<file path="src/hdl/dmec_pkg.sv">
// ----------------------------------------------------------------------------
// dmec_pkg
// Types and constants shared by the expiring direct-mapped cache modules.
// ----------------------------------------------------------------------------
package dmec_pkg;

    localparam int LINES_DEF      = 256;
    localparam int LINE_WORDS_DEF = 8;
    localparam int MAX_RESULTS    = 8;
    localparam logic [31:0] EXPIRY_RESET = 32'd1000;

    typedef enum logic [1:0] {
        KIND_WRITE  = 2'd0,
        KIND_LOOKUP = 2'd1,
        KIND_SWEEP  = 2'd2,
        KIND_NONE   = 2'd3
    } t_kind;

    typedef struct packed {
        t_kind       kind;
        logic [31:0] tag_id;
        logic [2:0]  word_index;
        logic [31:0] data_word;
        logic [31:0] now_ms;
    } t_in;

    typedef struct packed {
        logic        hit;
        logic [2:0]  out_word_index;
        logic [31:0] read_word;
        logic        last;
        logic [31:0] hit_count;
        logic [31:0] miss_count;
    } t_out;

    // One entry of the line metadata memory.
    typedef struct packed {
        logic        valid;
        logic [31:0] tag;
        logic [31:0] stamp;
    } t_meta;

    typedef enum logic [2:0] {
        S_CLEAR,
        S_IDLE,
        S_INDEX,
        S_CHECK,
        S_BURST,
        S_SWEEP
    } t_state;

endpackage

</file>
<file path="src/hdl/dmec_index.sv">
// ----------------------------------------------------------------------------
// dmec_index
// Line index unit: reduces a 32-bit tag modulo the line count.
// ----------------------------------------------------------------------------
module dmec_index #(
    parameter int LINES = dmec_pkg::LINES_DEF
) (
    input  logic                     i_clk,
    input  logic                     i_rst_n,
    input  logic                     i_start,
    input  logic [31:0]              i_tag,
    output logic [$clog2(LINES)-1:0] o_line,
    output logic                     o_done
);

    localparam int IW = $clog2(LINES);

    generate
        if ((LINES & (LINES - 1)) == 0) begin : g_pow2
            logic [IW-1:0] r_line;
            logic          r_done;

            always_ff @(posedge i_clk) begin
                if (!i_rst_n) begin
                    r_done <= 1'b0;
                end else if (i_start) begin
                    r_done <= 1'b1;
                end
                if (i_start) begin
                    r_line <= i_tag[IW-1:0];
                end
            end

            assign o_line = r_line;
            assign o_done = r_done;
        end else begin : g_fold
            // Remainder is built eight tag bits per cycle, most significant first.
            logic [31:0]   r_shr;
            logic [IW-1:0] r_rem;
            logic [2:0]    r_cnt;
            logic [IW-1:0] n_rem;

            always_comb begin
                logic [IW:0] rem_ext;
                rem_ext = {1'b0, r_rem};
                for (int k = 0; k < 8; k++) begin
                    rem_ext = {rem_ext[IW-1:0], r_shr[31-k]};
                    if (rem_ext >= (IW+1)'(LINES)) begin
                        rem_ext = rem_ext - (IW+1)'(LINES);
                    end
                end
                n_rem = rem_ext[IW-1:0];
            end

            always_ff @(posedge i_clk) begin
                if (!i_rst_n) begin
                    r_cnt <= 3'd0;
                end else if (i_start) begin
                    r_cnt <= 3'd4;
                end else if (r_cnt != 3'd0) begin
                    r_cnt <= r_cnt - 3'd1;
                end
                if (i_start) begin
                    r_shr <= i_tag;
                    r_rem <= '0;
                end else if (r_cnt != 3'd0) begin
                    r_shr <= {r_shr[23:0], 8'd0};
                    r_rem <= n_rem;
                end
            end

            assign o_line = r_rem;
            assign o_done = (r_cnt == 3'd0);
        end
    endgenerate

endmodule

</file>
<file path="config.mk">
export PLATFORM = sky130hd
export DESIGN_NAME = dmec_index
export DESIGN_NICKNAME = d
export VERILOG_FILES = /design/src/hdl/dmec_pkg.sv /design/src/hdl/dmec_index.sv
export SDC_FILE = /design/constraint.sdc
export NUM_CORES = 1
export LEC_CHECK = 0
export BUFFER_PORTS_ARGS = -buffer_cell sky130_fd_sc_hd__buf_2
export CORE_AREA = 2 2 39 41
export DETAILED_ROUTE_END_ITERATION = 10
export DIE_AREA = 0 0 41 43
export GPL_ROUTABILITY_DRIVEN = 1
export MAX_ROUTING_LAYER = met4
export PLACE_DENSITY = 0.61
export SETUP_SLACK_MARGIN = 0.4
export SYNTH_ARGS = -nofsm -noshare
export SYNTH_HDL_FRONTEND = slang
export SYNTH_SLANG_ARGS = --single-unit
</file>
<file path="constraint.sdc">
create_clock -name i_clk -period 0.8 [get_ports i_clk]
set_clock_uncertainty 0.2 [all_clocks]
set_input_delay 0 -clock i_clk [delete_from_list [all_inputs] [get_ports i_clk]]
set_output_delay 0 -clock i_clk [all_outputs]
set_load 0.01 [all_outputs]
</file>
==> impl_results.rst <==
.. list-table::
   :header-rows: 1

   * - Metric
     - Value
   * - Top achievable clock speed
     - 1022 MHz
   * - Slew at the pin with the worst max-slew slack
     - 0.1122 ns
   * - Clock network latency to the later pin of the worst-skew pair
     - 0.25 ns
   * - TritonCTS buffer count
     - 3
   * - Synth Cell Area
     - 267.8 um^2
   * - Vias in the first global route
     - 184
   * - Filler Cell Count
     - 153
   * - Required time reported for the critical path endpoint
     - 0.60 ns
   * - Hold Worst Slack
     - -0.2834 ns
   * - Number of top-level pins
     - 44
   * - Nets in the synthesized netlist
     - 45
   * - DRC Markers
     - 0
   * - Aggregate global-route resource usage
     - 7.098%
   * - Multi-input logic area
     - 7.507 um^2
   * - Area used by sequential logic in the layout
     - 261.5 um^2
   * - Post-synthesis cell count
     - 10
   * - Most utilized layer in the global route result
     - met2
   * - Number of setup violations in the final report
     - 9
   * - Max_cap viols
     - 0
   * - Port-buffer cells
     - 19
   * - Number of max-slew violations in the final report
     - 0
   * - Horiz. Die Dim
     - 41 um
   * - Core region area
     - 1384 um^2
   * - Top-area cell type share of the netlist area
     - 89.72%
   * - Clock root cell
     - clkbuf_4
   * - Worst IR drop on VDD
     - 0.0006620 V
   * - Initial antenna violation count
     - 0
   * - Cell Pwr Density
     - 2381 nW/um^2
   * - Gp weighted congestion
     - 0.5955
   * - Crit path launch type
     - flop
   * - Top_reg_cell synth
     - edfxtp_1
   * - Non-filler cells in the finished layout
     - 49
   * - Sink count of the clock tree
     - 9
   * - Share of synthesized registers carrying an async set or reset
     - 0%
   * - First-pass GRT wire length
     - 738 um
   * - Post-DR wirelength/cell
     - 11.37 um
   * - Final critical-path required period
     - 0.9787 ns
   * - Number of buffers on the longest clock path
     - 2
   * - Final Hold Violating Endpoints
     - 17
   * - H-tree depth
     - 1
   * - #FFs+latches synth
     - 9
   * - Detailed Routing Iterations Pass 1
     - 2
   * - Overall routed net length
     - 557 um
   * - Post-synthesis cell type with the largest combined area
     - edfxtp_1
   * - Die area
     - 1763 um^2
   * - Met3 layer usage reported by global route
     - 2.094%
   * - Leakage power figure
     - 0.0001819 uW
   * - Largest net degree at the start of global routing
     - 10
   * - Routed via count divided by cell count
     - 3.673
   * - Initial cell density of the core
     - 19.35%
   * - Series of cell instances along the critical path
     - buf_2
   * - Arrival time reported for the critical path endpoint
     - 0.78 ns
   * - Slowest cell on crit path
     - edfxtp_1
   * - Drt initial violations
     - 1
   * - Nets@finish
     - 69
   * - Post-CTS Setup Inserts
     - 0
   * - Mean Syn Cell Area
     - 26.78 um^2
   * - Library cell with the highest instance count after synthesis
     - edfxtp_1
   * - Overall via count from detail_route
     - 180
   * - Portion of the clock cycle consumed by the worst path in the final layout
     - 122.3%
   * - CP Class
     - flop to primary output
   * - Final Worst Setup Slack
     - -0.1787 ns
   * - Cell types with the largest area share after synthesis
     - edfxtp_1, dfxtp_1, o21a_1
   * - Outcome
     - finished, violations left
   * - Delay contributed by the slowest stage of the critical path
     - 0.37 ns
   * - Area grow syn2layout
     - 56.54%
   * - Met1 track demand over resource in global routing
     - 8.081%
   * - Violations in the final reports
     - hold timing, setup timing
   * - Largest delay share family, worst path
     - flip-flops
   * - Number of placed cells counting well taps
     - 45
   * - Antenna viol nets, final
     - 0
   * - Number of warnings reported in the yosys synthesis log
     - 0
   * - Class of the tightest hold or removal check
     - input pin to flop
   * - Met2 GRT Util
     - 8.750%
   * - Antenna diode count
     - 0
   * - Die Span Y
     - 43 um
   * - Share of cells above drive strength 1
     - 69.70%
   * - Commonest cells in the netlist
     - edfxtp_1, dfxtp_1, o21a_1
   * - Total number of placement rows
     - 14
   * - Clock tree from TritonCTS
     - built
   * - Number of enable-type register cells in the synthesized netlist
     - 8
   * - Unrepaired setup endpoints after global routing
     - yes
   * - Global route total overflow
     - 0
   * - Final core utilization
     - 30.29%
   * - Sequential area share after synthesis
     - 97.20%
   * - Count of distinct cell types in the synthesized netlist
     - 3
   * - Count of buffer and inverter cells on the critical path
     - 1
   * - Element type at the critical path end
     - primary output
   * - Reg clk slew, reported paths
     - 0.06 ns
   * - Relative max-transition margin
     - 92.52%
   * - Max Fanout on Critical Path
     - 1
cells by family (layout without fill, tap and decap cells):
family / count (synthesis) / after routing / synth area share, %
flops: 9 / 9 / 97.20
compound gates: 1 / 1 / 2.805
buf+inv: 0 / 23 / 0
flip-flops by register name (all words and copies together), names as in the netlist:
name and flops:
o_line 8, o_done 1
worst paths after layout:
check / slack (ns) / cells past startpoint / from / end
hold / removal: -0.28 / 1 / i_tag[5] / o_line[5]
setup / recovery: -0.18 / 1 / o_line[0] / o_line[0]
setup reg to reg: 0.02 / 1 / o_done / o_done
hold reg to reg: 0.26 / 1 / o_done / o_done
timing repair:
| item | CTS | global route |
|---|---|---|
| setup endpoints to repair | 18 | 10 |
| hold endpoints to repair | 17 | 17 |
| gates resized for setup | 2 | 0 |
power by group:
group	total (uW)	switching, uW	leakage [uW]	internal [uW]
clock network	344	152	0.0000150	192
registers	561	9.44	0.0000869	552
logic	92.1	44.9	0.0000801	47.2
metrics by stage:
step	total power, uW	setup TNS [ns]	cell area (um^2)	worst slack [ns]	hold WS, ns
3_5_place_dp	660.2	0	384.1	0.03638	-0.02146
5_1_grt	1059	-1.718	419.2	-0.2121	-0.2955
6_report	997.8	-1.321	419.2	-0.1787	-0.2834
3_3_place_gp	657.7	0	384.1	0.04120	-0.02048
2_1_floorplan	595.6	0	269.0	0.01729	-0.1011
4_1_cts	1034	-1.522	419.2	-0.2073	-0.2964
layer usage:
layer	routed length, um	vias to the layer above	part of all wire (%)
met1	213	75	38
met5	0	-	0
met4	0	0	0
li1	-	85	-
met2	217	20	39
met3	126	0	23
area by class of cell:
class	count	share of cell area [%]
timing repair buffer	19	24.78
sequential	9	62.39
clock buffer	4	6.269
tap	16	4.776
multi-input combinational	1	1.791
cell usage in the layout, fill, tap and decap left out, drive strengths merged:
cell type	synthesis	layout
o21a	1	1
clkbuf	0	4
buf	0	19
edfxtp	8	8
dfxtp	1	1
No activity file was read; power rests on OpenSTA's default activity.
